==> src/hdl/wprd_pkg.sv <==
`default_nettype none
package wprd_pkg;

	localparam int MAX_COLUMNS = 4096;
	localparam int SAMPLE_BITS = 16;
	localparam int SPC_W = 24;
	localparam int HH_W = 11;
	localparam int CC_W = 13;
	localparam int COL_W = 12;
	localparam int POS_W = 28;
	localparam int END_W = 36;
	localparam int SUM_W = 48;
	localparam int CNT_W = 17;
	localparam int CFG_IDX_W = 2;

	localparam logic [CFG_IDX_W-1:0] REG_SPC = 2'd0;
	localparam logic [CFG_IDX_W-1:0] REG_HALF_HEIGHT = 2'd1;
	localparam logic [CFG_IDX_W-1:0] REG_COLUMN_COUNT = 2'd2;

	localparam logic [SPC_W-1:0] SPC_MIN = 24'd256;

	typedef struct packed {
		logic [COL_W-1:0] column;
		logic [SAMPLE_BITS-1:0] peak;
		logic [SUM_W-1:0] sumsq;
		logic [CNT_W-1:0] count;
		logic last;
	} job_t;

	function automatic logic [SPC_W-1:0] eff_spc(input logic [SPC_W-1:0] v);
		return (v < SPC_MIN) ? SPC_MIN : v;
	endfunction

endpackage
`default_nettype wire

==> src/hdl/wprd_if.sv <==
`default_nettype none


interface wprd_out_if;
	logic valid;
	logic ready;
	logic [wprd_pkg::COL_W-1:0] column;
	logic [wprd_pkg::HH_W-1:0] peak_height;
	logic [wprd_pkg::HH_W-1:0] rms_height;
	logic last_column;
	modport source (output valid, output column, output peak_height, output rms_height,
		output last_column, input ready);
	modport sink (input valid, input column, input peak_height, input rms_height,
		input last_column, output ready);
endinterface

`default_nettype wire

==> src/hdl/wprd_back.sv <==
`default_nettype none
module wprd_back (
	input wire logic clk,
	input wire logic arst_n,
	input wire logic [wprd_pkg::HH_W-1:0] half_height,
	input wire logic avail,
	input wire wprd_pkg::job_t head,
	output logic pop,
	wprd_out_if.source results
);

	localparam logic [2:0] ST_IDLE = 3'd0;
	localparam logic [2:0] ST_MUL0 = 3'd1;
	localparam logic [2:0] ST_MUL1 = 3'd2;
	localparam logic [2:0] ST_DIV = 3'd3;
	localparam logic [2:0] ST_SQI = 3'd4;
	localparam logic [2:0] ST_SQRT = 3'd5;
	localparam logic [2:0] ST_DONE = 3'd6;
	localparam int PW = 2 * wprd_pkg::HH_W + wprd_pkg::SUM_W;
	localparam int SHIFT = 2 * (wprd_pkg::SAMPLE_BITS - 1);
	localparam int VW = 2 * wprd_pkg::HH_W + 1;

	logic [2:0] st_q;
	wprd_pkg::job_t job_q;
	logic [2*wprd_pkg::HH_W-1:0] hh2_q;
	logic [wprd_pkg::HH_W-1:0] peakh_q;
	logic [PW-1:0] prod_q;
	logic [wprd_pkg::CNT_W:0] rem_q;
	logic [6:0] it_q;
	logic [VW-1:0] v_q, r_q;
	logic [3:0] k_q;

	logic [wprd_pkg::CNT_W:0] rem_sh;
	logic qbit;
	logic [VW-1:0] bitv, rsum;
	logic [wprd_pkg::SAMPLE_BITS+wprd_pkg::HH_W-1:0] pk_prod;
	logic out_load;

	assign pop = (st_q == ST_IDLE) && avail;
	assign rem_sh = {rem_q[wprd_pkg::CNT_W-1:0], prod_q[PW-1]};
	assign qbit = rem_sh >= {1'b0, job_q.count};
	assign bitv = VW'(1) << {k_q, 1'b0};
	assign rsum = r_q + bitv;
	assign pk_prod = head.peak * half_height;
	assign out_load = (st_q == ST_DONE) && (!results.valid || results.ready);

	always_ff @(posedge clk) begin
		unique case (st_q)
			ST_IDLE: begin
				job_q <= head;
				hh2_q <= half_height * half_height;
				peakh_q <= pk_prod[wprd_pkg::SAMPLE_BITS-1 +: wprd_pkg::HH_W];
			end
			ST_MUL0: prod_q <= PW'(hh2_q * job_q.sumsq[23:0]);
			ST_MUL1: begin
				prod_q <= prod_q + (PW'(hh2_q * job_q.sumsq[47:24]) << 24);
				rem_q <= '0;
				it_q <= 7'(PW - 1);
			end
			ST_DIV: begin
				prod_q <= {prod_q[PW-2:0], qbit};
				rem_q <= qbit ? rem_sh - {1'b0, job_q.count} : rem_sh;
				it_q <= it_q - 1'b1;
			end
			ST_SQI: begin
				v_q <= (job_q.count == '0) ? '0 : VW'(prod_q[SHIFT +: VW]);
				r_q <= '0;
				k_q <= 4'(wprd_pkg::HH_W - 1);
			end
			ST_SQRT: begin
				if (v_q >= rsum) begin
					v_q <= v_q - rsum;
					r_q <= (r_q >> 1) + bitv;
				end else begin
					r_q <= r_q >> 1;
				end
				k_q <= k_q - 1'b1;
			end
			default: ;
		endcase
		if (out_load) begin
			results.column <= job_q.column;
			results.peak_height <= peakh_q;
			results.rms_height <= r_q[wprd_pkg::HH_W-1:0];
			results.last_column <= job_q.last;
		end
	end

	always_ff @(posedge clk or negedge arst_n) begin
		if (!arst_n) begin
			st_q <= ST_IDLE;
			results.valid <= 1'b0;
		end else begin
			if (out_load)
				results.valid <= 1'b1;
			else if (results.ready)
				results.valid <= 1'b0;
			unique case (st_q)
				ST_IDLE: if (avail) st_q <= ST_MUL0;
				ST_MUL0: st_q <= ST_MUL1;
				ST_MUL1: st_q <= ST_DIV;
				ST_DIV: if (it_q == '0) st_q <= ST_SQI;
				ST_SQI: st_q <= ST_SQRT;
				ST_SQRT: if (k_q == '0) st_q <= ST_DONE;
				ST_DONE: if (out_load) st_q <= ST_IDLE;
				default: st_q <= ST_IDLE;
			endcase
		end
	end

endmodule
`default_nettype wire

==> src/flat_wrapper.sv <==
// flat-port wrapper written by rule: the top's interface ports become plain ports
module wprd_back_flat 
  (clk, arst_n, half_height, avail, head, pop, results_valid, results_column, results_peak_height, results_rms_height, results_last_column, results_ready);
  wprd_out_if results_i ();
  input wire logic clk;
  input wire logic arst_n;
  input wire logic [wprd_pkg::HH_W-1:0] half_height;
  input wire logic avail;
  input wire wprd_pkg::job_t head;
  output logic pop;
  output wire logic [$bits(results_i.valid)-1:0] results_valid;
  output wire logic [$bits(results_i.column)-1:0] results_column;
  output wire logic [$bits(results_i.peak_height)-1:0] results_peak_height;
  output wire logic [$bits(results_i.rms_height)-1:0] results_rms_height;
  output wire logic [$bits(results_i.last_column)-1:0] results_last_column;
  input wire logic [$bits(results_i.ready)-1:0] results_ready;
  assign results_valid = results_i.valid;
  assign results_column = results_i.column;
  assign results_peak_height = results_i.peak_height;
  assign results_rms_height = results_i.rms_height;
  assign results_last_column = results_i.last_column;
  assign results_i.ready = results_ready;
  wprd_back u_core (.clk(clk), .arst_n(arst_n), .half_height(half_height), .avail(avail), .head(head), .pop(pop), .results(results_i));
endmodule
==> config.mk <==
export PLATFORM = sky130hd
export DESIGN_NAME = wprd_back_flat
export DESIGN_NICKNAME = d
export VERILOG_FILES = /design/src/hdl/wprd_pkg.sv /design/src/hdl/wprd_if.sv /design/src/hdl/wprd_back.sv /design/src/flat_wrapper.sv
export SDC_FILE = /design/constraint.sdc
export NUM_CORES = 2
export LEC_CHECK = 0
export BUFFER_PORTS_ARGS = -buffer_cell sky130_fd_sc_hd__buf_2
export CAP_MARGIN = 5
export CORE_ASPECT_RATIO = 1.4
export CORE_UTILIZATION = 34
export DETAILED_ROUTE_END_ITERATION = 10
export SLEW_MARGIN = 15
export SYNTH_ARGS = -nofsm -noshare
export SYNTH_HDL_FRONTEND = slang
export SYNTH_SLANG_ARGS = --single-unit
==> constraint.sdc <==
create_clock -name clk -period 12.1 [get_ports clk]
set_input_delay 2.42 -clock clk [delete_from_list [all_inputs] [get_ports clk]]
set_output_delay 2.42 -clock clk [all_outputs]
set_load 0.02 [all_outputs]
==> PnR_summary.wiki <==
{| class="wikitable"
! Metric !! Value
|-
| Max stage delay cell, worst path || sky130_fd_sc_hd__edfxtp_1
|-
| CTS root buffer || sky130_fd_sc_hd__clkbuf_16
|-
| Destination of the worst register-to-register timing path || u_core.prod_q[69]
|-
| CTS Buffer Depth || 3
|-
| Clock slew at the register clock pins of the worst setup and hold paths || 0.07 ns
|-
| Area of the multi-input gates || 0.0436 mm^2
|-
| Worst setup SP type || register
|-
| Commonest register cell after synthesis || sky130_fd_sc_hd__edfxtp_1
|-
| Post-DP HPWL || 119000 um
|-
| Synthesis-stage register bit count || 293
|-
| Post-cts gate resize count || 0
|-
| Number of setup buffers added after CTS || 0
|-
| Data arrival time of the critical path || around 11 ns
|-
| WS Path Type || reg -> reg
|-
| GR Util All Layers || 0.184
|-
| Clock insertion delay at the later pin of the skew report || 0.66 ns
|-
| Post-detailed-routing wire length || 154000 um
|-
| Overall die area || 0.172 mm^2
|-
| Status || complete, no violations
|-
| Vias post-DR || between 40000 and 50000
|-
| Effective utilization at floorplan || 0.343
|-
| First-pass GRT wire length || 249000 um
|-
| Post-route setup TNS || 0 ns
|-
| Average wire per standard cell || 18.3 um
|-
| Slowest stage delay, CP || 0.67 ns
|-
| Post-synth design cell area || 0.0579 mm^2
|-
| Number of buffers inserted during clock tree synthesis || 41
|-
| Maximum fanout count along the critical path || 36
|-
| Maximum number of pins on one net before global-route repair || 79
|-
| Cts hold-fix bufs || 0
|-
| Seq. cell area || around 0.0088 mm^2
|-
| Final setup violation count || 0
|-
| Unrepaired setup endpoints after global routing || no
|-
| Total iterations of the first detailed-routing run || 5
|-
| Post-route ant nets || 0
|-
| Fin nets || 7859
|-
| Register-to-register path setup slack || 1.94 ns
|-
| Final period demand of the worst path || around 10 ns
|-
| Count of fill cells added during filler insertion || 17000
|-
| Origin of the worst min-delay path || u_core.peakh_q[7]
|-
| FFs w/ async S/R, synth || 0.0137
|-
| Chip Width || 351 um
|-
| Kind of capture point of the worst setup path || register
|-
| DRT iter0 DRCs || 2258
|-
| Top-level port count || 146
|-
| Launch point of the worst reg-to-reg path || u_core.hh2_q[5]
|-
| Number of buffer cells added on primary ports || 145
|-
| Routability Congestion || approximately 0.92
|-
| Number of sinks driven by the clock tree || 293
|-
| Period utilization || 0.840
|-
| Core area || between 0.15 and 0.2 mm^2
|-
| Height of the chip || 490 um
|-
| Type of the worst min-delay path || reg -> reg
|-
| Number of cells on the worst hold path || 0
|-
| Synthesized area per cell || 9.33 um^2
|-
| Area Overhead vs Synth || 7.40%
|-
| Count of flip-flops with a built-in enable after synthesis || 289
|-
| Fraction of final layout cells sized beyond drive strength 1 || 0.0528
|-
| Number of synthesis warnings || 0
|-
| Worst Tran Pin Value || 1.25 ns
|-
| Hold Fails Final Rpt || 0
|-
| Antenna violations before repair || 9
|-
| Final-report max-slew violation count || 0
|-
| Max Freq || 98.4 MHz
|-
| Number of distinct library cells after synthesis || 77
|-
| Overall overflow remaining after global route || 0
|-
| CP Data Required Time || approximately 12 ns
|-
| Post-Syn Instances || 6203
|-
| Number of global-route vias before repair || roughly 46000
|-
| Clock Skew || 0.0325 ns
|-
| Number of levels the H-tree was split into || 2
|-
| Crit path buffers/inverters || 5
|-
| Max cap viols || 0
|-
| Depth of the worst register-to-register path || 34
|-
| TritonCTS clock tree || done
|-
| CP delay by family, top || adder cells
|-
| DRC Markers || 0
|-
| Most prevalent standard cell on the critical path || sky130_fd_sc_hd__fa_1
|-
| End point of the most critical hold path || u_core.results.peak_height[7]
|-
| Worst max-slew margin expressed relative to the limit || 0.167
|-
| Core Rows || 178
|-
| Share of synthesized area occupied by flip-flops and latches || 0.152
|-
| Vias per std cell || ~5.0
|}
final cells by class:
class,count,share of cell area
Clock inverter,31,0.00596
Timing Repair Buffer,205,0.0189
Inverter,1160,0.0700
Sequential cell,293,0.141
Antenna cell,2,0.0000805
Multi-Input combinational cell,4442,0.702
Clock buffer,44,0.0167
Tap cell,2250,0.0453
worst max-delay path by stage:
stage / cells past startpoint / slack, ns / endpoint / start
global placement: 34 / 2.08 / u_core.prod_q[69] / u_core.hh2_q[5]
CTS: 34 / 1.91 / u_core.prod_q[69] / u_core.hh2_q[5]
global route: 34 / 1.47 / u_core.prod_q[69] / u_core.hh2_q[5]
floorplan: 4 / 0.67 / pop / u_core.st_q[0]
detailed placement: 34 / 1.94 / u_core.prod_q[69] / u_core.hh2_q[5]
finish: 34 / 1.94 / u_core.prod_q[69] / u_core.hh2_q[5]
through the flow:
step	hold WS (ns)	cells	util	instance area (um^2)	setup slack (ns)
floorplan	0.400	6204	-	57900	0.666
global route	0.419	8426	0.369	62200	1.47
detailed placement	0.405	8350	0.360	60800	1.94
global placement	0.400	8350	0.360	60800	2.08
CTS	0.411	8425	0.369	62200	1.91
finish	0.410	8427	0.369	62200	1.94
sequential cells by signal (all words and copies together) (netlist names):
signal	count
u_core.prod_q	70
u_core.k_q	4
u_core.peakh_q	11
u_core.results.valid	1
u_core.st_q	3
u_core.job_q	78
u_core.r_q	23
u_core.results.last_column	1
u_core.rem_q	17
u_core.results.column	12
u_core.results.rms_height	11
u_core.hh2_q	21
u_core.results.peak_height	11
u_core.it_q	7
u_core.v_q	23
metal layers:
layer  track usage  wire (um)  vias up
li1              -          -    19200
met1         0.221      62000    21500
met2         0.329      78500     1159
met3        0.0244       7860      308
met4        0.0687       6060       12
met5             0         69        -
synth_stat cells (all sizes together) (5+ instances only):
cell / n / area share
inv: 1160 / 0.075
fa: 1017 / 0.35
nand2: 885 / 0.057
ha: 590 / 0.13
and2: 541 / 0.058
clkbuf: 306 / 0.020
edfxtp: 289 / 0.15
a21oi: 192 / 0.017
nor2: 187 / 0.012
o21ai: 149 / 0.013
xnor2: 142 / 0.021
a21o: 96 / 0.012
xor2: 96 / 0.015
nand3: 55 / 0.0048
a211oi: 49 / 0.0066
nor2b: 42 / 0.0045
o21bai: 38 / 0.0049
a31oi: 35 / 0.0040
nor3: 35 / 0.0030
nand2b: 28 / 0.0030
nand4: 28 / 0.0030
and3: 25 / 0.0027
mux2i: 25 / 0.0043
a31o: 16 / 0.0024
a22o: 15 / 0.0023
o211ai: 15 / 0.0019
o21a: 15 / 0.0019
o31ai: 11 / 0.0014
nor4: 10 / 0.0011
or2: 10 / 0.0011
or3: 10 / 0.0011
a221oi: 8 / 0.0016
a221o: 6 / 0.0010
a41oi: 5 / 0.00076
layout by cell type, fill, tap and decap left out, drive strengths merged, types with 5 or more instances in the layout:
| cell | n |
|---|---|
| ha | 590 |
| o21a | 15 |
| nand3 | 55 |
| a221oi | 8 |
| nand4 | 28 |
| nor3 | 35 |
| clkinv | 17 |
| nor2 | 187 |
| a221o | 6 |
| nor4 | 10 |
| and3 | 25 |
| clkbuf | 44 |
| or2 | 10 |
| a21o | 96 |
| or3 | 10 |
| o211ai | 15 |
| o21ai | 149 |
| a211oi | 49 |
| o21bai | 38 |
| mux2i | 25 |
| inv | 1168 |
| a31oi | 35 |
| nor2b | 42 |
| bufinv | 5 |
| nand2 | 885 |
| edfxtp | 289 |
| o31ai | 11 |
| fa | 1017 |
| a41oi | 5 |
| xnor2 | 142 |
| buf | 205 |
| a31o | 16 |
| a22o | 15 |
| a21oi | 192 |
| xor2 | 96 |
| nand2b | 28 |
| and2 | 541 |
cells by family (layout without fill, tap and decap cells):
family                   count (synthesis)  count (layout)  share of synthesized area
AO/OA/AOI/OAI                          696             696                     0.0785
XOR/XNOR                               238             238                     0.0360
adder cells (fa/ha/maj)               1607            1607                      0.479
buffers and inverters                 1469            1440                     0.0952
flip-flops                             293             293                      0.152
multiplexers                            27              27                    0.00471
other                                    1               4                  0.0000648
AND/OR/NAND/NOR                       1872            1872                      0.155
Power is not shown: default switching activity piles up to over one toggle a cycle in this logic, so the estimate is an artifact.
