===== src/hdl/wprd_pkg.sv =====
`default_nettype none
package wprd_pkg;

	localparam int MAX_COLUMNS = 4096;
	localparam int SAMPLE_BITS = 16;
	localparam int SPC_W = 24;
	localparam int HH_W = 11;
	localparam int CC_W = 13;
	localparam int COL_W = 12;
	localparam int POS_W = 28;
	localparam int END_W = 36;
	localparam int SUM_W = 48;
	localparam int CNT_W = 17;
	localparam int CFG_IDX_W = 2;

	localparam logic [CFG_IDX_W-1:0] REG_SPC = 2'd0;
	localparam logic [CFG_IDX_W-1:0] REG_HALF_HEIGHT = 2'd1;
	localparam logic [CFG_IDX_W-1:0] REG_COLUMN_COUNT = 2'd2;

	localparam logic [SPC_W-1:0] SPC_MIN = 24'd256;

	typedef struct packed {
		logic [COL_W-1:0] column;
		logic [SAMPLE_BITS-1:0] peak;
		logic [SUM_W-1:0] sumsq;
		logic [CNT_W-1:0] count;
		logic last;
	} job_t;

	function automatic logic [SPC_W-1:0] eff_spc(input logic [SPC_W-1:0] v);
		return (v < SPC_MIN) ? SPC_MIN : v;
	endfunction

endpackage
`default_nettype wire


===== src/hdl/wprd_queue.sv =====
`default_nettype none
module wprd_queue (
	input wire logic clk,
	input wire logic arst_n,
	input wire logic push,
	input wire wprd_pkg::job_t push_job,
	output logic full,
	input wire logic pop,
	output logic avail,
	output wprd_pkg::job_t head
);

	wprd_pkg::job_t mem_q [4];
	logic [1:0] wr_q, rd_q;
	logic [2:0] fill_q;

	assign full = fill_q[2];
	assign avail = fill_q != '0;
	assign head = mem_q[rd_q];

	always_ff @(posedge clk) begin
		if (push && !full)
			mem_q[wr_q] <= push_job;
	end

	always_ff @(posedge clk or negedge arst_n) begin
		if (!arst_n) begin
			wr_q <= '0;
			rd_q <= '0;
			fill_q <= '0;
		end else begin
			if (push && !full)
				wr_q <= wr_q + 1'b1;
			if (pop && avail)
				rd_q <= rd_q + 1'b1;
			fill_q <= fill_q + 3'(push && !full) - 3'(pop && avail);
		end
	end

endmodule
`default_nettype wire


===== config.mk =====
export PLATFORM = sky130hd
export DESIGN_NAME = wprd_queue
export DESIGN_NICKNAME = d
export VERILOG_FILES = /design/src/hdl/wprd_pkg.sv /design/src/hdl/wprd_queue.sv
export SDC_FILE = /design/constraint.sdc
export NUM_CORES = 1
export LEC_CHECK = 0
export ABC_AREA = 1
export BUFFER_PORTS_ARGS = -buffer_cell sky130_fd_sc_hd__clkbuf_2
export CORE_ASPECT_RATIO = 0.7
export CORE_UTILIZATION = 33
export CTS_BUF_LIST = sky130_fd_sc_hd__clkbuf_4
export DETAILED_ROUTE_END_ITERATION = 10
export GPL_ROUTABILITY_DRIVEN = 0
export HOLD_SLACK_MARGIN = 0.05
export SLEW_MARGIN = 20
export SYNTH_ARGS = -nofsm -noshare
export SYNTH_HDL_FRONTEND = slang
export SYNTH_SLANG_ARGS = --single-unit

===== constraint.sdc =====
create_clock -name clk -period 8.7 [get_ports clk]
set_input_delay 0 -clock clk [delete_from_list [all_inputs] [get_ports clk]]
set_output_delay 0 -clock clk [all_outputs]
set_load 0.005 [all_outputs]

==> key figures, run 1 <==
Run status
  • Status: finished clean

Yosys
  • Commonest cells post-synth: 376 x edfxtp_1, 294 x nand2_1, 194 x nor2_1, 137 x o21ai_0, 107 x inv_1
  • Register area share after synthesis: 75.8%
  • Post-synth top area share: 74.6%
  • EDFF count, synth: 376
  • Flops & latches, synth: 383
  • Most used DFF post-synth: edfxtp_1
  • Largest cells by area after synthesis: edfxtp_1 75%, nand2_1 7.3%, nor2_1 4.8%, o21ai_0 4.5%, inv_1 2.7%
  • Post-synth design cell area: 0.0151 mm²
  • Async SR Flop Fraction: 1.83%
  • Syn Inst Count: 1242
  • Post-synthesis cell type count: 20
  • Syn_area_per_cell: 12.2 µm²
  • Post-synth top area cell: edfxtp_1
  • Synth warnings: 0
  • Post-Syn Nets: 1347
  • Top-count cell post-synth: edfxtp_1

Drt
  • Remaining DRCs: 0
  • Metal1 wirelength: 15.5 mm
  • Final ANT Viol Nets: 0
  • DR iter-0 viols: 499
  • Vias per cell: 4.34
  • Drt wl/cell: 14.6 µm
  • Final WL: 34.2 mm
  • Met2 wire length: 16.4 mm
  • Met3 Wirelength: 1.76 mm
  • First-pass DRT Iterations: 4
  • Top layer in use: met5
  • Via count: 10200

Place
  • Port Buf Inserts: 193
  • Hpwl dp: 18.1 mm
  • Placed Area: 0.0166 mm²

Pwr
  • Pwr Density: 290 mW/mm²
  • VDD IR-drop max: 0.000133 V
  • Pleak: 7.96 nW

Clock tree
  • CTS root buf: clkbuf_4
  • Clock Latency Late Sink: 0.76 ns
  • # resized after CTS: 0
  • H-tree Lvls: 3
  • Reg clk slew, reported paths: 0.06 ns
  • TritonCTS buffer count: 99
  • CTS tree: yes
  • Sink Count: 383
  • Max clock buf depth: 3
  • Postcts setup bufs: 0

Timing
  • Worst Tran Pin Value: 0.998 ns
  • Clk_skew: 0.0513 ns
  • Fin. Hold Viols: 0
  • Hold WS: 0.216 ns
  • Final setup viols: 0
  • RSZ-0062 raised after global routing: false
  • Fmax: 275 MHz
  • Final Slew Violations: 0
  • Setup_tns: 0 ns
  • Final period utilization: 41.8%
  • Normalized max-slew margin: 33.3%
  • Min cycle time layout: 3.64 ns

Floorplanning
  • Initial Util: 33.5%
  • Die Wd: 258 µm
  • Chip height: 181 µm
  • Boundary pin count: 194
  • Core Rows: 65
  • Core Area: 0.0451 mm²
  • DIE AREA: 0.0467 mm²

Hold path
  • Worst Hold Class: input pin to async pin

GRT
  • Largest net degree at the start of global routing: 112
  • Antenna violations before repair: 2
  • All-Layer GR Usage: 14.9%
  • First-pass GRT wire length: 54.4 mm
  • Overflow after GRT: 0
  • Number of global-route vias before repair: 10400

Setup path
  • Critical path class: flop to primary output
  • WP data required: 8.70 ns
  • Slowest CP cell: dfrtp_4
  • Worst r2r src: fill_q[2]$_DFF_PN0_
  • Worst Path Max Fanout: 81
  • Crit-path cells: buf_4 > buf_4 > nor2_1 > nor2_1 > o21ai_0 > nand2_1 > clkbuf_2
  • Arr. time, crit path: 3.64 ns
  • Crit-path max cell delay: 0.75 ns
  • Worst reg-to-reg path cell count: 4
  • RR Endpoint: mem_q[1][11]$_DFFE_PP_
  • Endpoint type of the worst setup path: primary output
  • Critical path launch point type: flop
  • R2R setup slack: 5.62 ns

Final layout
  • Fin area: 0.0198 mm²
  • Layout cell share with drive strength beyond 1: 20.8%
  • Layout fillers: 4209
  • Register Area: 0.0115 mm²
  • Fin util: 43.8%
  • Nets: 1785
  • Layout area overhead: 30.6%
  • Multi-input gate area: 0.00294 mm²

Job
  • Max-cap viol count: 0
## cell type report
| class | count | share of cell area (%) |
|---|---|---|
| clock buffers | 139 | 5.28 |
| diodes | 1 | 0.0127 |
| multi-input cells | 689 | 14.9 |
| repair buffers | 398 | 15.1 |
| inverters | 109 | 2.10 |
| well taps | 603 | 3.82 |
| clock inverters | 25 | 0.747 |
| flip-flops and latches | 383 | 58.0 |
## worst max-delay path: cells and delay by family, from the launching register on
| family | cells | cell delay (ns) |
|---|---|---|
| simple gates | 3 | 0.38 |
| buf+inv | 3 | 1.58 |
| flops | 1 | 0.75 |
| compound gates | 1 | 0.10 |
## layout by cell type, fill, tap and decap left out, types with 2 or more instances in the layout
cell and instances:
buf_4 12, clkbuf_2 193, clkbuf_4 139, clkinv_1 14, clkinv_2 5, clkinvlp_4 2, dfrtp_1 6, dlygate4sd3_1 193
edfxtp_1 376, ha_1 6, inv_1 107, inv_6 3, nand2_1 294, nand3_1 2, nor2_1 190, nor2_4 4
o21ai_0 137, o21ai_1 51, xor2_1 2
## flip-flops by register name, indices dropped and copies added, names as in the netlist
register	cells
fill_q	3
wr_q	2
rd_q	2
mem_q	376
## cell families (layout without fill, tap and decap cells)
| family | Yosys count | count (layout) | synth area share (%) |
|---|---|---|---|
| and+or+nand+nor | 490 | 490 | 12.2 |
| DFF | 383 | 383 | 75.8 |
| AOI/OAI and AO/OA | 189 | 189 | 6.25 |
| buffers and inverters | 170 | 671 | 4.96 |
| adders and majority gates | 7 | 7 | 0.629 |
| xor gates and xnor gates | 3 | 3 | 0.174 |
| other | 0 | 1 | 0 |
## what timing repair did
action                     in CTS  in global routing
hold endpoints to repair      390                  0
hold buffers                  193                  0
setup endpoints to repair       0                  0
## where the power goes
part | switching [mW] | internal [mW] | total, mW
logic | 1.20 | 0.627 | 1.83
registers | 0.0944 | 2.34 | 2.43
clock network | 0.708 | 0.763 | 1.47
total | 2.01 | 3.73 | 5.73
## layer usage
layer  global-route usage [%]  vias to the layer above
met2                     25.2                      250
met1                     18.4                     4760
met3                     4.00                       58
li1                         -                     5126
met5                        0                        -
met4                     5.30                        2
## worst max-delay path by stage
stage | from | end | slack (ns) | depth (start not counted)
after detailed placement | fill_q[2]$_DFF_PN0_ | mem_q[1][24]$_DFFE_PP_ | 5.56 | 4
after global placement | fill_q[2]$_DFF_PN0_ | mem_q[1][34]$_DFFE_PP_ | 5.61 | 4
after global routing | rd_q[0]$_DFFE_PN0P_ | head[5] | 4.64 | 7
after floorplan | fill_q[2]$_DFF_PN0_ | mem_q[0][0]$_DFFE_PP_ | 3.56 | 3
after CTS | rd_q[0]$_DFFE_PN0P_ | head[11] | 4.90 | 7
final | rd_q[0]$_DFFE_PN0P_ | head[5] | 5.06 | 7
## per-stage QoR
| step | worst slack [ns] | total power, mW | instances |
|---|---|---|---|
| floorplan | 3.56 | 3.61 | 1242 |
| global placement | 5.61 | 4.26 | 1989 |
| detailed placement | 5.56 | 4.28 | 1989 |
| CTS | 4.90 | 5.85 | 2346 |
| global route | 4.64 | 6.18 | 2347 |
| finish | 5.06 | 5.73 | 2347 |
Note: power is estimated with default switching activity, not from simulation.
==> run 2: changes to the inputs <==
==> constraint.sdc (replaced) <==
create_clock -name clk -period 2.98 [get_ports clk]
set_input_delay 0 -clock clk [delete_from_list [all_inputs] [get_ports clk]]
set_output_delay 0 -clock clk [all_outputs]
set_load 0.005 [all_outputs]
==> run 2 against run 1 <==
Net effect:
- cell count increased by 0.55%
- first-iteration DRC count up 11%
- sequential share of layout area down 0.46 points
- clock-buffer cell count is 4 lower
- hold slack lost 0.010 ns
- clock skew fell by 0.020 ns
- core utilization rose by 0.35 points
- sequential cell count did not move
- clock power rose to 3.0 times the previous value
- critical path depth is 1 lower
- combinational power increased to 3.1 times the previous value
- die area did not move
- largest cell class unchanged
- largest power group unchanged
==> key figures, run 2 (same netlist as run 1, synthesis figures left out) <==
Clock tree
  • Max clock buf depth: 3
  • Clock Latency Late Sink: 0.78 ns
  • # resized after CTS: 0
  • Reg clk slew, reported paths: 0.07 ns
  • TritonCTS buffer count: 95
  • CTS root buf: clkbuf_4
  • H-tree Lvls: 3
  • CTS tree: yes
  • Sink Count: 383

Timing
  • RSZ-0062 raised after global routing: false
  • Min cycle time layout: 2.56 ns
  • Final period utilization: 85.8%
  • Final setup viols: 0
  • Worst Tran Pin Value: 0.989 ns
  • Clk_skew: 0.0309 ns
  • Final Slew Violations: 0
  • Setup_tns: 0 ns
  • Fmax: 391 MHz
  • Fin. Hold Viols: 0
  • Normalized max-slew margin: 34.1%

Floorplanning
  • Core Area: 0.0451 mm²
  • Core Rows: 65
  • Die Wd: 258 µm
  • DIE AREA: 0.0467 mm²
  • Chip height: 181 µm
  • Initial Util: 33.5%
  • Boundary pin count: 194

Drt
  • Via count: 10200
  • Vias per cell: 4.34
  • Final WL: 34.0 mm
  • Final ANT Viol Nets: 0
  • DR iter-0 viols: 554
  • Drt wl/cell: 14.4 µm
  • First-pass DRT Iterations: 5
  • Remaining DRCs: 0

Final layout
  • Layout Cells excl Fill: 2360
  • Layout area overhead: 31.7%
  • Largest reg by FF count: mem_q
  • Most frequent cells in the layout: 376 x edfxtp_1, 294 x nand2_1, 194 x dlygate4sd3_1
  • Nets: 1787
  • Largest register FFs: 376
  • Most common cell after layout, fill and taps aside: edfxtp_1
  • Layout cell share with drive strength beyond 1: 20.8%
  • Fin area: 0.0199 mm²
  • Largest registers: mem_q (376), fill_q (3)

GRT
  • All-Layer GR Usage: 15.0%
  • Largest net degree at the start of global routing: 103
  • Overflow after GRT: 0
  • Antenna violations before repair: 3
  • Number of global-route vias before repair: 10400
  • First-pass GRT wire length: 54.6 mm

Job
  • Max-cap viol count: 0

Pwr
  • Comb power frac: 33.0%
  • Net Sw Frac: 34.8%
  • Clock power frac: 25.7%
  • Reg power frac: 41.3%
  • Pleak: 8.03 nW
  • Internal: 11.0 mW
  • Pwr Density: 851 mW/mm²
  • VDD IR-drop max: 0.000454 V
  • NetSw: 5.90 mW

Setup path
  • Arr. time, crit path: 2.56 ns
  • Critical path launch point type: flop
  • Worst r2r src: fill_q[2]$_DFF_PN0_
  • Endpoint type of the worst setup path: primary output
  • WP data required: 2.98 ns
  • RR Endpoint: fill_q[2]$_DFF_PN0_
  • Worst reg-to-reg path cell count: 9
  • R2R setup slack: 0.85 ns
  • Critical path class: flop to primary output
  • Worst Path Max Fanout: 102
  • Crit. Startpoint: rd_q[0]$_DFFE_PN0P_

Place
  • Placed Area: 0.0168 mm²
  • Hpwl dp: 18.2 mm
  • Port Buf Inserts: 193
  • Placed cells: 1994

Hold path
  • Worst Hold Class: input pin to async pin

Run status
  • Status: finished clean
-- run 2: cell types whose count changed in the layout (fill, tap and decap cells not counted), moves of 2 or more --
cell,change
buf_12,+7
buf_4,-2
clkbuf_4,-4
clkinv_1,+8
clkinv_2,+3
clkinvlp_4,-2
diode_2,+2
-- run 2: critical path, stage by stage (launching register included) --
cell and delay, ns:
dfrtp_4 0.44, buf_4 0.72, nor2_1 0.11, nor2_1 0.10, o21ai_0 0.09, nand2_1 0.12, clkbuf_2 0.14
-- run 2: power groups by stage --
stage | combinational, mW | sequential (mW) | clock [mW]
2_1_floorplan | 3.34 | 7.14 | 0
3_3_place_gp | 5.46 | 7.10 | 0
3_5_place_dp | 5.53 | 7.12 | 0
4_1_cts | 5.75 | 7.01 | 4.52
5_1_grt | 6.43 | 7.07 | 4.81
6_report | 5.60 | 7.00 | 4.35
-- run 2: how the worst max path moves through the flow --
stage / endpoint / slack [ns]
final: head[4] / 0.42
after global routing: head[4] / 0.03
after CTS: head[93] / 0.27
after detailed placement: fill_q[2]$_DFF_PN0_ / 0.86
after global placement: fill_q[2]$_DFF_PN0_ / 0.90
after floorplan: mem_q[0][0]$_DFFE_PP_ / -0.62
-- run 2: stage by stage --
stage                     setup WS (ns)  utilization [%]  total power, mW  hold WS, ns
after CTS                         0.269             44.1             17.3        0.115
after global placement            0.900             37.1             12.6       -0.147
final                             0.424             44.1             16.9        0.205
after floorplan                  -0.619                -             10.5       -0.296
after detailed placement          0.862             37.1             12.6       -0.146
after global routing             0.0253             44.1             18.3        0.110
-- run 2: repair_timing --
item,in CTS,in global routing
setup endpoints to repair,0,0
endpoints found under the hold margin,390,0
hold buffers,194,0
buffers inserted,0,0
-- run 2: cell type report --
cell class / count / area, µm²
Antenna cell: 3 / 7.51
Clock buffer: 135 / 1010
Clock inverter: 34 / 194
Fill cell: 4136 / 25200
Inverter: 109 / 415
Multi-Input combinational cell: 689 / 2940
Sequential cell: 383 / 11500
Tap cell: 603 / 754
Timing Repair Buffer: 404 / 3120
-- run 2: layer usage --
layer | vias up | wire length (µm) | global-route usage, %
li1 | 5133 | - | -
met1 | 4775 | 15300 | 19.3
met2 | 271 | 15800 | 23.8
met3 | 63 | 2220 | 4.91
met4 | 2 | 624 | 4.69
met5 | - | 13 | 0
