--- src/hdl/wprd_pkg.sv ---
`default_nettype none
package wprd_pkg;

	localparam int MAX_COLUMNS = 4096;
	localparam int SAMPLE_BITS = 16;
	localparam int SPC_W = 24;
	localparam int HH_W = 11;
	localparam int CC_W = 13;
	localparam int COL_W = 12;
	localparam int POS_W = 28;
	localparam int END_W = 36;
	localparam int SUM_W = 48;
	localparam int CNT_W = 17;
	localparam int CFG_IDX_W = 2;

	localparam logic [CFG_IDX_W-1:0] REG_SPC = 2'd0;
	localparam logic [CFG_IDX_W-1:0] REG_HALF_HEIGHT = 2'd1;
	localparam logic [CFG_IDX_W-1:0] REG_COLUMN_COUNT = 2'd2;

	localparam logic [SPC_W-1:0] SPC_MIN = 24'd256;

	typedef struct packed {
		logic [COL_W-1:0] column;
		logic [SAMPLE_BITS-1:0] peak;
		logic [SUM_W-1:0] sumsq;
		logic [CNT_W-1:0] count;
		logic last;
	} job_t;

	function automatic logic [SPC_W-1:0] eff_spc(input logic [SPC_W-1:0] v);
		return (v < SPC_MIN) ? SPC_MIN : v;
	endfunction

endpackage
`default_nettype wire

--- src/hdl/wprd_if.sv ---
`default_nettype none
interface wprd_in_if;
	logic valid;
	logic ready;
	logic signed [wprd_pkg::SAMPLE_BITS-1:0] sample;
	logic last_of_buffer;
	modport source (output valid, output sample, output last_of_buffer, input ready);
	modport sink (input valid, input sample, input last_of_buffer, output ready);
endinterface


interface wprd_cfg_if;
	logic valid;
	logic ready;
	logic [wprd_pkg::CFG_IDX_W-1:0] index;
	logic [wprd_pkg::SPC_W-1:0] data;
	modport source (output valid, output index, output data, input ready);
	modport sink (input valid, input index, input data, output ready);
endinterface
`default_nettype wire

--- src/hdl/wprd_front.sv ---
`default_nettype none
module wprd_front (
	input wire logic clk,
	input wire logic arst_n,
	wprd_in_if.sink samples,
	wprd_cfg_if.sink cfg,
	output logic [wprd_pkg::HH_W-1:0] half_height,
	output logic push,
	output wprd_pkg::job_t job,
	input wire logic full
);

	logic [wprd_pkg::SPC_W-1:0] spc_q;
	logic [wprd_pkg::HH_W-1:0] hh_q;
	logic [wprd_pkg::CC_W-1:0] cc_q;
	logic [wprd_pkg::POS_W-1:0] pos_q;
	logic [wprd_pkg::CC_W-1:0] cur_q;
	logic [wprd_pkg::END_W-1:0] end_q;
	logic [wprd_pkg::SAMPLE_BITS-1:0] peak_q;
	logic [wprd_pkg::SUM_W-1:0] sum_q;
	logic [wprd_pkg::CNT_W-1:0] cnt_q;

	logic take;
	logic [wprd_pkg::CC_W-1:0] cnt_eff;
	logic [wprd_pkg::SAMPLE_BITS-1:0] mag;
	logic [2*wprd_pkg::SAMPLE_BITS-1:0] sq;
	logic [wprd_pkg::SAMPLE_BITS-1:0] peak_n;
	logic [wprd_pkg::SUM_W-1:0] sum_n;
	logic [wprd_pkg::CNT_W-1:0] cnt_n;
	logic [wprd_pkg::POS_W-1:0] pos_n;
	logic active, close_col, final_col;

	assign samples.ready = !full;
	assign cfg.ready = 1'b1;
	assign take = samples.valid && samples.ready;
	assign half_height = hh_q;

	assign cnt_eff = (cc_q > wprd_pkg::CC_W'(wprd_pkg::MAX_COLUMNS)) ?
		wprd_pkg::CC_W'(wprd_pkg::MAX_COLUMNS) : cc_q;
	assign mag = samples.sample[wprd_pkg::SAMPLE_BITS-1] ?
		wprd_pkg::SAMPLE_BITS'(-samples.sample) : samples.sample;
	assign sq = mag * mag;
	assign peak_n = (mag > peak_q) ? mag : peak_q;
	assign sum_n = sum_q + wprd_pkg::SUM_W'(sq);
	assign cnt_n = cnt_q + 1'b1;
	assign pos_n = pos_q + 1'b1;
	assign active = cur_q < cnt_eff;
	assign close_col = pos_n >= end_q[wprd_pkg::END_W-1:8];
	assign final_col = ({1'b0, cur_q} + 1'b1) >= {1'b0, cnt_eff};

	assign push = take && active && (samples.last_of_buffer || close_col);
	assign job.column = cur_q[wprd_pkg::COL_W-1:0];
	assign job.peak = peak_n;
	assign job.sumsq = sum_n;
	assign job.count = cnt_n;
	assign job.last = samples.last_of_buffer || final_col;

	always_ff @(posedge clk or negedge arst_n) begin
		if (!arst_n) begin
			spc_q <= wprd_pkg::SPC_MIN;
			hh_q <= wprd_pkg::HH_W'(30);
			cc_q <= wprd_pkg::CC_W'(1024);
			pos_q <= '0;
			cur_q <= '0;
			end_q <= wprd_pkg::END_W'(wprd_pkg::SPC_MIN);
			peak_q <= '0;
			sum_q <= '0;
			cnt_q <= '0;
		end else begin
			if (cfg.valid) begin
				unique case (cfg.index)
					wprd_pkg::REG_SPC: begin
						spc_q <= cfg.data;
						if (pos_q == '0)
							end_q <= wprd_pkg::END_W'(wprd_pkg::eff_spc(cfg.data));
					end
					wprd_pkg::REG_HALF_HEIGHT: hh_q <= cfg.data[wprd_pkg::HH_W-1:0];
					wprd_pkg::REG_COLUMN_COUNT: cc_q <= cfg.data[wprd_pkg::CC_W-1:0];
					default: ;
				endcase
			end
			if (take) begin
				if (samples.last_of_buffer) begin
					pos_q <= '0;
					cur_q <= '0;
					end_q <= wprd_pkg::END_W'(wprd_pkg::eff_spc(spc_q));
					peak_q <= '0;
					sum_q <= '0;
					cnt_q <= '0;
				end else if (active) begin
					pos_q <= pos_n;
					if (close_col) begin
						cur_q <= cur_q + 1'b1;
						end_q <= end_q + wprd_pkg::END_W'(wprd_pkg::eff_spc(spc_q));
						peak_q <= '0;
						sum_q <= '0;
						cnt_q <= '0;
					end else begin
						peak_q <= peak_n;
						sum_q <= sum_n;
						cnt_q <= cnt_n;
					end
				end
			end
		end
	end

endmodule
`default_nettype wire

--- src/flat_wrapper.sv ---
// flat-port wrapper written by rule: the top's interface ports become plain ports
module wprd_front_flat 
  (clk, arst_n, half_height, push, job, full, samples_valid, samples_sample, samples_last_of_buffer, samples_ready, cfg_valid, cfg_index, cfg_data, cfg_ready);
  wprd_in_if samples_i ();
  wprd_cfg_if cfg_i ();
  input wire logic clk;
  input wire logic arst_n;
  output logic [wprd_pkg::HH_W-1:0] half_height;
  output logic push;
  output wprd_pkg::job_t job;
  input wire logic full;
  input wire logic [$bits(samples_i.valid)-1:0] samples_valid;
  input wire logic [$bits(samples_i.sample)-1:0] samples_sample;
  input wire logic [$bits(samples_i.last_of_buffer)-1:0] samples_last_of_buffer;
  output wire logic [$bits(samples_i.ready)-1:0] samples_ready;
  input wire logic [$bits(cfg_i.valid)-1:0] cfg_valid;
  input wire logic [$bits(cfg_i.index)-1:0] cfg_index;
  input wire logic [$bits(cfg_i.data)-1:0] cfg_data;
  output wire logic [$bits(cfg_i.ready)-1:0] cfg_ready;
  assign samples_i.valid = samples_valid;
  assign samples_i.sample = samples_sample;
  assign samples_i.last_of_buffer = samples_last_of_buffer;
  assign samples_ready = samples_i.ready;
  assign cfg_i.valid = cfg_valid;
  assign cfg_i.index = cfg_index;
  assign cfg_i.data = cfg_data;
  assign cfg_ready = cfg_i.ready;
  wprd_front u_core (.clk(clk), .arst_n(arst_n), .samples(samples_i), .cfg(cfg_i), .half_height(half_height), .push(push), .job(job), .full(full));
endmodule
--- config.mk ---
export PLATFORM = sky130hd
export DESIGN_NAME = wprd_front_flat
export DESIGN_NICKNAME = d
export VERILOG_FILES = /design/src/hdl/wprd_pkg.sv /design/src/hdl/wprd_if.sv /design/src/hdl/wprd_front.sv /design/src/flat_wrapper.sv
export SDC_FILE = /design/constraint.sdc
export NUM_CORES = 1
export LEC_CHECK = 0
export BUFFER_PORTS_ARGS = -buffer_cell sky130_fd_sc_hd__buf_2
export CORE_ASPECT_RATIO = 1.1
export CORE_UTILIZATION = 43
export DETAILED_ROUTE_END_ITERATION = 16
export SYNTH_ARGS = -nofsm -noshare
export SYNTH_HDL_FRONTEND = slang
export SYNTH_SLANG_ARGS = --single-unit
--- constraint.sdc ---
create_clock -name clk -period 11.7 [get_ports clk]
set_clock_uncertainty 0.05 [all_clocks]
set_input_delay 0.585 -clock clk [delete_from_list [all_inputs] [get_ports clk]]
set_output_delay 0.585 -clock clk [all_outputs]
set_load 0.01 [all_outputs]
==> results by group, run 1 <==
Outcome
  • Status: complete, no violations

Global route
  • Gr usage total: 24.03%
  • Largest net degree at the start of global routing: 80
  • Initial antenna violation count: 1
  • Gr ovfl total: 0
  • Vias in the first global route: 18,330
  • First-pass GRT wire length: between 90 and 100 mm

Floorplanning
  • # IOs: between 150 and 200
  • Starting density of the core: 43.74%
  • # rows: 86
  • Total core area: 50,360 um^2
  • Die Ht: 239.4 um
  • Chip width: 217.8 um
  • Die area: 52,130 um^2

Clocking
  • Root Buffer: clkbuf_16
  • CTS tree: done
  • H-tree levels: 1
  • Clk slew on worst S/H paths: approximately 0.06 ns
  • Post-CTS setup buffers: 0
  • CTS Buf Count: 28
  • CTS max path bufs: 3
  • CTS sink count: 206
  • Worst-skew pair later-pin latency: a little over 0.6 ns

Yosys
  • Yosys warning count: 0
  • Mean Syn Cell Area: 9.075 um^2
  • Number of synthesized register bits: 206
  • Post-synth EDFFs: 0
  • Cell area after synthesis: 22,030 um^2
  • Ys flop type: dfrtp_1
  • Synth top area share: 22.61%
  • Register area share after synthesis: between 20% and 30%
  • Area leader, netlist: dfrtp_1
  • Synth async-reset ratio: between 90% and 100%
  • Cell variety after synth: 84
  • Synth top area cells: dfrtp_1 23%, fa_1 18%, ha_1 12%, inv_1 6.9%, nand2_1 3.5%
  • Post-synthesis cell count: 2,427

Critical path
  • Reg2Reg Capture Point: u_core.end_q[34]
  • R2R setup slack: 6.08 ns
  • Setup crit end kind: output port
  • FF-to-FF Start: u_core.pos_q[7]
  • Worst Path Max Fanout: 20
  • Critical Path Slowest Stage Cell: xor2_1
  • CP required: 11.07 ns
  • Critical path's largest stage delay: 0.56 ns
  • CP startpoint kind: primary input
  • Critical path type: primary input to output port
  • Cells on worst reg2reg path: 15
  • Worst Path Arrival: 9.24 ns

Timing
  • Pin slew with the least headroom to its limit: ~1.1 ns
  • Fmax: 0.1013 GHz
  • Period minus WS final: 9.873 ns
  • Final cycle utilization of the critical path: 84.38%
  • Final setup TNS: 0 ns
  • Final Hold Fails: 0
  • RSZ-0062 raised after global routing: no
  • Slew HR: between 20% and 30%
  • Final setup vio count: 0
  • Max Slew Vio Count: 0

Final layout
  • Most frequent cells in the layout: 403 x inv_1, 208 x nand2_1, 205 x ha_1
  • Most common cell after layout, fill and taps aside: inv_1
  • Final cell utilization of the core: 48.27%
  • P&R area growth vs syn: 10.37%
  • Reg area: 5164 um^2
  • Multi-input logic area: around 15,000 um^2
  • Layout cells sized above 1: 12.46%
  • Fill cells: 4,766
  • Fin area: 24,310 um^2
  • Final antenna diode count: 0
  • Nets@finish: 2,979

Drt
  • Drt drc: 0
  • ANT nets after route: 0
  • DR vias: approximately 18,000
  • Post-Route WL: 61.08 mm
  • Vias/cell: roughly 5.5
  • 1st-iter DRT viols: 908
  • 1st-pass router iterations: 5
  • WL per Instance: 19.01 um

Flow run
  • Max-Cap Viols: 0

Worst hold path
  • Hold depth: 2
  • Hold Crit Start: cfg_data[13]
  • Hold EP: u_core.spc_q[13]
  • Min-Delay Path Class: primary input to flip-flop

Placement
  • GPL Wtd Cong: 0.9347
  • I/O Buffers: 154
  • Placed cell area: around 23,000 um^2
  • Post-DP HPWL: around 47 mm
==> worst max-delay path, delay by kind of cell <==
family                   cells  cell delay (ns)
AO/OA/AOI/OAI                5             1.21
XOR/XNOR                     2             0.70
adder cells (fa/ha/maj)      8             3.71
buffers and inverters       10             1.60
AND/OR/NAND/NOR              6             1.43
==> metrics by stage <==
step | hold WS, ns | setup WS, ns | std cells
floorplan | 0.2394 | 3.228 | 2437
global placement | 0.3892 | 2.117 | 3160
detailed placement | 0.4156 | 1.988 | 3160
CTS | 0.1716 | 1.924 | 3213
global route | 0.1836 | 1.286 | 3213
finish | 0.1920 | 1.827 | 3213
==> kinds of logic after synthesis <==
logic type / Yosys count / share of synthesized area [%]
buf+inv: 526 / 9.396
xor+xnor: 133 / 5.408
fa+ha+maj: 400 / 29.37
mux: 79 / 3.868
other cells: 2 / 0.03410
flops: 206 / 23.44
simple gates: 605 / 13.01
compound gates: 476 / 15.47
==> cell type report <==
type,count,area share (%)
inverters,415,6.408
clock inverters,12,0.6228
clock buffers,40,3.315
multi-input cells,1705,61.15
repair buffers,175,3.870
well taps,660,3.397
flip-flops and latches,206,21.24
==> what timing repair did <==
item,CTS,global route
hold buffers,1,0
endpoints found under the hold margin,65,0
resized for setup,0,0
==> Yosys cell counts, types with 29 or more instances <==
master,n
a21o_1,40
a21oi_1,84
a22o_1,81
and3_1,29
clkbuf_1,73
dfrtp_1,199
fa_1,195
ha_1,205
inv_1,403
mux2_2,49
mux2i_1,30
nand2_1,208
nand3_1,57
nand4_1,32
nor2_1,151
o21ai_0,90
xnor2_1,85
xor2_1,46
==> how the worst max path moves through the flow <==
stage               slack [ns]              start      end
floorplan                 3.23  samples_sample[0]  job[60]
global placement          2.12  samples_sample[0]  job[62]
detailed placement        1.99  samples_sample[0]  job[59]
CTS                       1.92  samples_sample[0]  job[59]
global route              1.29  samples_sample[0]  job[65]
finish                    1.83  samples_sample[0]  job[59]
==> sequential cells by signal (all words and copies together), names as in the netlist <==
name / cells
u_core.half_height: 11
u_core.end_q: 36
u_core.cur_q: 13
u_core.sum_q: 48
u_core.spc_q: 24
u_core.peak_q: 16
u_core.cnt_q: 17
u_core.pos_q: 28
u_core.cc_q: 13
==> layer usage <==
metal  wire [um]  vias to the layer above  track usage (%)  part of all wire, %
met5           0                        -                0                    0
met4        1680                        0            7.332                  2.8
met3        2923                       86            2.616                  4.8
met2       29750                      427            40.75                   49
met1       26730                     8838            32.13                   44
li1            -                     8338                -                    -
Power of run 1 is not shown: default switching activity piles up to over one toggle a cycle in this logic, so the estimate is an artifact.
==> run 2: changes to the inputs <==
==> constraint.sdc (replaced) <==
create_clock -name clk -period 8.7 [get_ports clk]
set_clock_uncertainty 0.05 [all_clocks]
set_input_delay 0.435 -clock clk [delete_from_list [all_inputs] [get_ports clk]]
set_output_delay 0.435 -clock clk [all_outputs]
set_load 0.01 [all_outputs]
==> run 2 against run 1 <==
Utilization up 2.2 points. Sequential share of layout area down 0.94 points. Cell count up 3.6%. First-iteration DRC count up 7.8%. Design area up 4.6%. Setup slack worse by 1.6 ns. Non-clock buffer count up 116. Sequential cell count unchanged. Critical endpoint is now job[48].
==> results by group, run 2 (same netlist as run 1, synthesis figures left out) <==
Drt
  • DR vias: 18,210 (was 17,690)
  • Post-Route WL: 62.00 mm (was 61.08 mm)
  • ANT nets after route: 0 (unchanged)
  • 1st-iter DRT viols: 979 (was 908)
  • Vias/cell: 5.472 (was 5.505)
  • WL per Instance: 18.63 um (was 19.01 um)
  • Drt drc: 0 (unchanged)
  • 1st-pass router iterations: 6 (was 5)

Final layout
  • Most common cell after layout, fill and taps aside: inv_1 (unchanged)
  • Fill cells: 4,779 (was 4,766)
  • Largest reg by FF count: u_core.sum_q (unchanged)
  • Final antenna diode count: 0 (unchanged)
  • Nets@finish: 3,095 (was 2,979)
  • Layout cells sized above 1: 17.65% (was 12.46%)
  • P&R area growth vs syn: 15.47% (was 10.37%)
  • Most frequent cells in the layout: 402 x inv_1, 202 x nand2_1, 200 x ha_1 (was 403 x inv_1, 208 x nand2_1, 205 x ha_1)
  • Largest register FFs: 48 (unchanged)
  • Final cell utilization of the core: 50.50% (was 48.27%)
  • Largest regs: u_core.sum_q: 48 flops, u_core.end_q: 36 flops, u_core.pos_q: 28 flops (unchanged)

Floorplanning
  • Starting density of the core: 43.74% (unchanged)
  • # rows: 86 (unchanged)
  • Die Ht: 239.4 um (unchanged)
  • Chip width: 217.8 um (unchanged)
  • # IOs: 156 (unchanged)
  • Die area: 52,130 um^2 (unchanged)
  • Total core area: 50,360 um^2 (unchanged)

Timing
  • Final cycle utilization of the critical path: 97.16%
  • Slew HR: 23.80% (was 24.43%)
  • Fmax: 0.1183 GHz
  • Pin slew with the least headroom to its limit: 1.140 ns (was 1.131 ns)
  • Final setup vio count: 0 (unchanged)
  • Period minus WS final: 8.453 ns
  • Max Slew Vio Count: 0 (unchanged)
  • Hold WS: 0.06159 ns (was 0.1920 ns)
  • Setup ws final: 0.2474 ns (was 1.827 ns)
  • Final Hold Fails: 0 (unchanged)

Clocking
  • Worst-skew pair later-pin latency: 0.60 ns (was 0.61 ns)
  • CTS tree: done (unchanged)
  • Clk slew on worst S/H paths: 0.06 ns (about the same)
  • CTS sink count: 206 (unchanged)
  • CTS max path bufs: 3 (unchanged)
  • CTS Buf Count: 28 (unchanged)
  • H-tree levels: 1 (unchanged)
  • Root Buffer: clkbuf_16 (unchanged)

Critical path
  • CP startpoint kind: primary input (unchanged)
  • Worst Path Max Fanout: 6 (was 20)
  • Setup crit end kind: output port (unchanged)
  • Worst Path Arrival: 7.97 ns (was 9.24 ns)
  • Critical path type: primary input to output port (unchanged)
  • CP required: 8.22 ns (was 11.07 ns)

Placement
  • Post-DP HPWL: 47.91 mm (was 47.45 mm)
  • Pre-CTS setup slack: -0.4907 ns (was 1.988 ns)
  • GPL Wtd Cong: 0.9011 (was 0.9347)
  • I/O Buffers: 154 (unchanged)

Global route
  • Gr ovfl total: 0 (unchanged)
  • Largest net degree at the start of global routing: 80 (unchanged)
  • First-pass GRT wire length: 100.9 mm (was 99.48 mm)
  • Initial antenna violation count: 1 (unchanged)
  • Vias in the first global route: 18,880 (was 18,330)
  • Gr usage total: 24.24% (was 24.03%)

Flow run
  • Max-Cap Viols: 0 (unchanged)

Outcome
  • Status: complete, no violations (unchanged)

Worst hold path
  • Min-Delay Path Class: primary input to flip-flop (unchanged)
## run 2: changes by cell type in the layout (fill, tap and decap cells not counted), moves of 4 or more
cell,change
ha_1,-5
nor2_1,-4
buf_6,+5
nand2_2,+6
buf_4,+111
a21oi_2,+4
nand2_1,-6
ha_4,+4
o21ai_0,-5
o21ai_1,+4
a21oi_1,-4
## run 2: layout make-up
type | count | area, um^2 | share of cell area, %
multi-input cells | 1705 | 15060 | 59.21
flip-flops and latches | 206 | 5164 | 20.30
repair buffers | 291 | 1846 | 7.256
inverters | 415 | 1560 | 6.135
well taps | 660 | 825.8 | 3.247
clock buffers | 34 | 753.2 | 2.962
clock inverters | 17 | 225.2 | 0.8855
## run 2: through the flow
| stage | setup TNS [ns] | cell area [um^2] | std cells |
|---|---|---|---|
| global route | -0.1149 | 25430 | 3328 |
| global placement | -2.427 | 24170 | 3270 |
| floorplan | 0 | 22060 | 2437 |
| detailed placement | -3.238 | 24170 | 3270 |
| CTS | 0 | 25210 | 3325 |
| finish | 0 | 25430 | 3328 |
## run 2: path summary, 6_finish.rpt
| path | start | endpoint | slack (ns) | depth (start not counted) |
|---|---|---|---|---|
| worst max register to register | u_core.pos_q[7] | u_core.end_q[35] | 3.25 | 14 |
| worst max-delay path | samples_sample[6] | job[48] | 0.25 | 28 |
| worst min register to register | u_core.end_q[34] | u_core.end_q[34] | 0.40 | 1 |
| max in group asynchronous | arst_n | u_core.sum_q[17] | 6.73 | 3 |
| worst min-delay path | cfg_data[16] | u_core.spc_q[16] | 0.06 | 2 |
| min in group asynchronous | arst_n | u_core.end_q[3] | 0.33 | 2 |
## run 2: layer usage
metal / vias up / GRT usage (%) / share of wire [%]
met2: 447 / 41.81 / 49
met1: 9094 / 31.90 / 44
met3: 96 / 2.756 / 4.6
met5: - / 0 / 0
met4: 0 / 6.972 / 2.7
li1: 8574 / - / -
## run 2: critical path, stage by stage
cell and delay [ns]:
buf_2 0.11, or4_4 0.55, or3_4 0.36, or2_4 0.25, o31ai_4 0.32, xor2_4 0.14
inv_4 0.11, buf_4 0.13, nand2_1 0.08, fa_1 0.51, inv_1 0.06, fa_1 0.50
fa_1 0.57, fa_1 0.44, fa_1 0.55, inv_1 0.06, fa_1 0.54, inv_1 0.05
ha_1 0.30, buf_4 0.15, a21o_1 0.21, nor3b_2 0.17, or3_1 0.35, a221o_1 0.32
a21oi_2 0.21, o21bai_1 0.10, xor2_1 0.21, buf_2 0.17
## run 2: repair_timing
action	in CTS	in global routing
endpoints found under the setup margin	13	25
hold buffers	1	0
hold endpoints to repair	66	0
gates resized for setup	5	48
pin swaps	1	26
setup buffers	3	3
Power of run 2 is left out for the same reason.
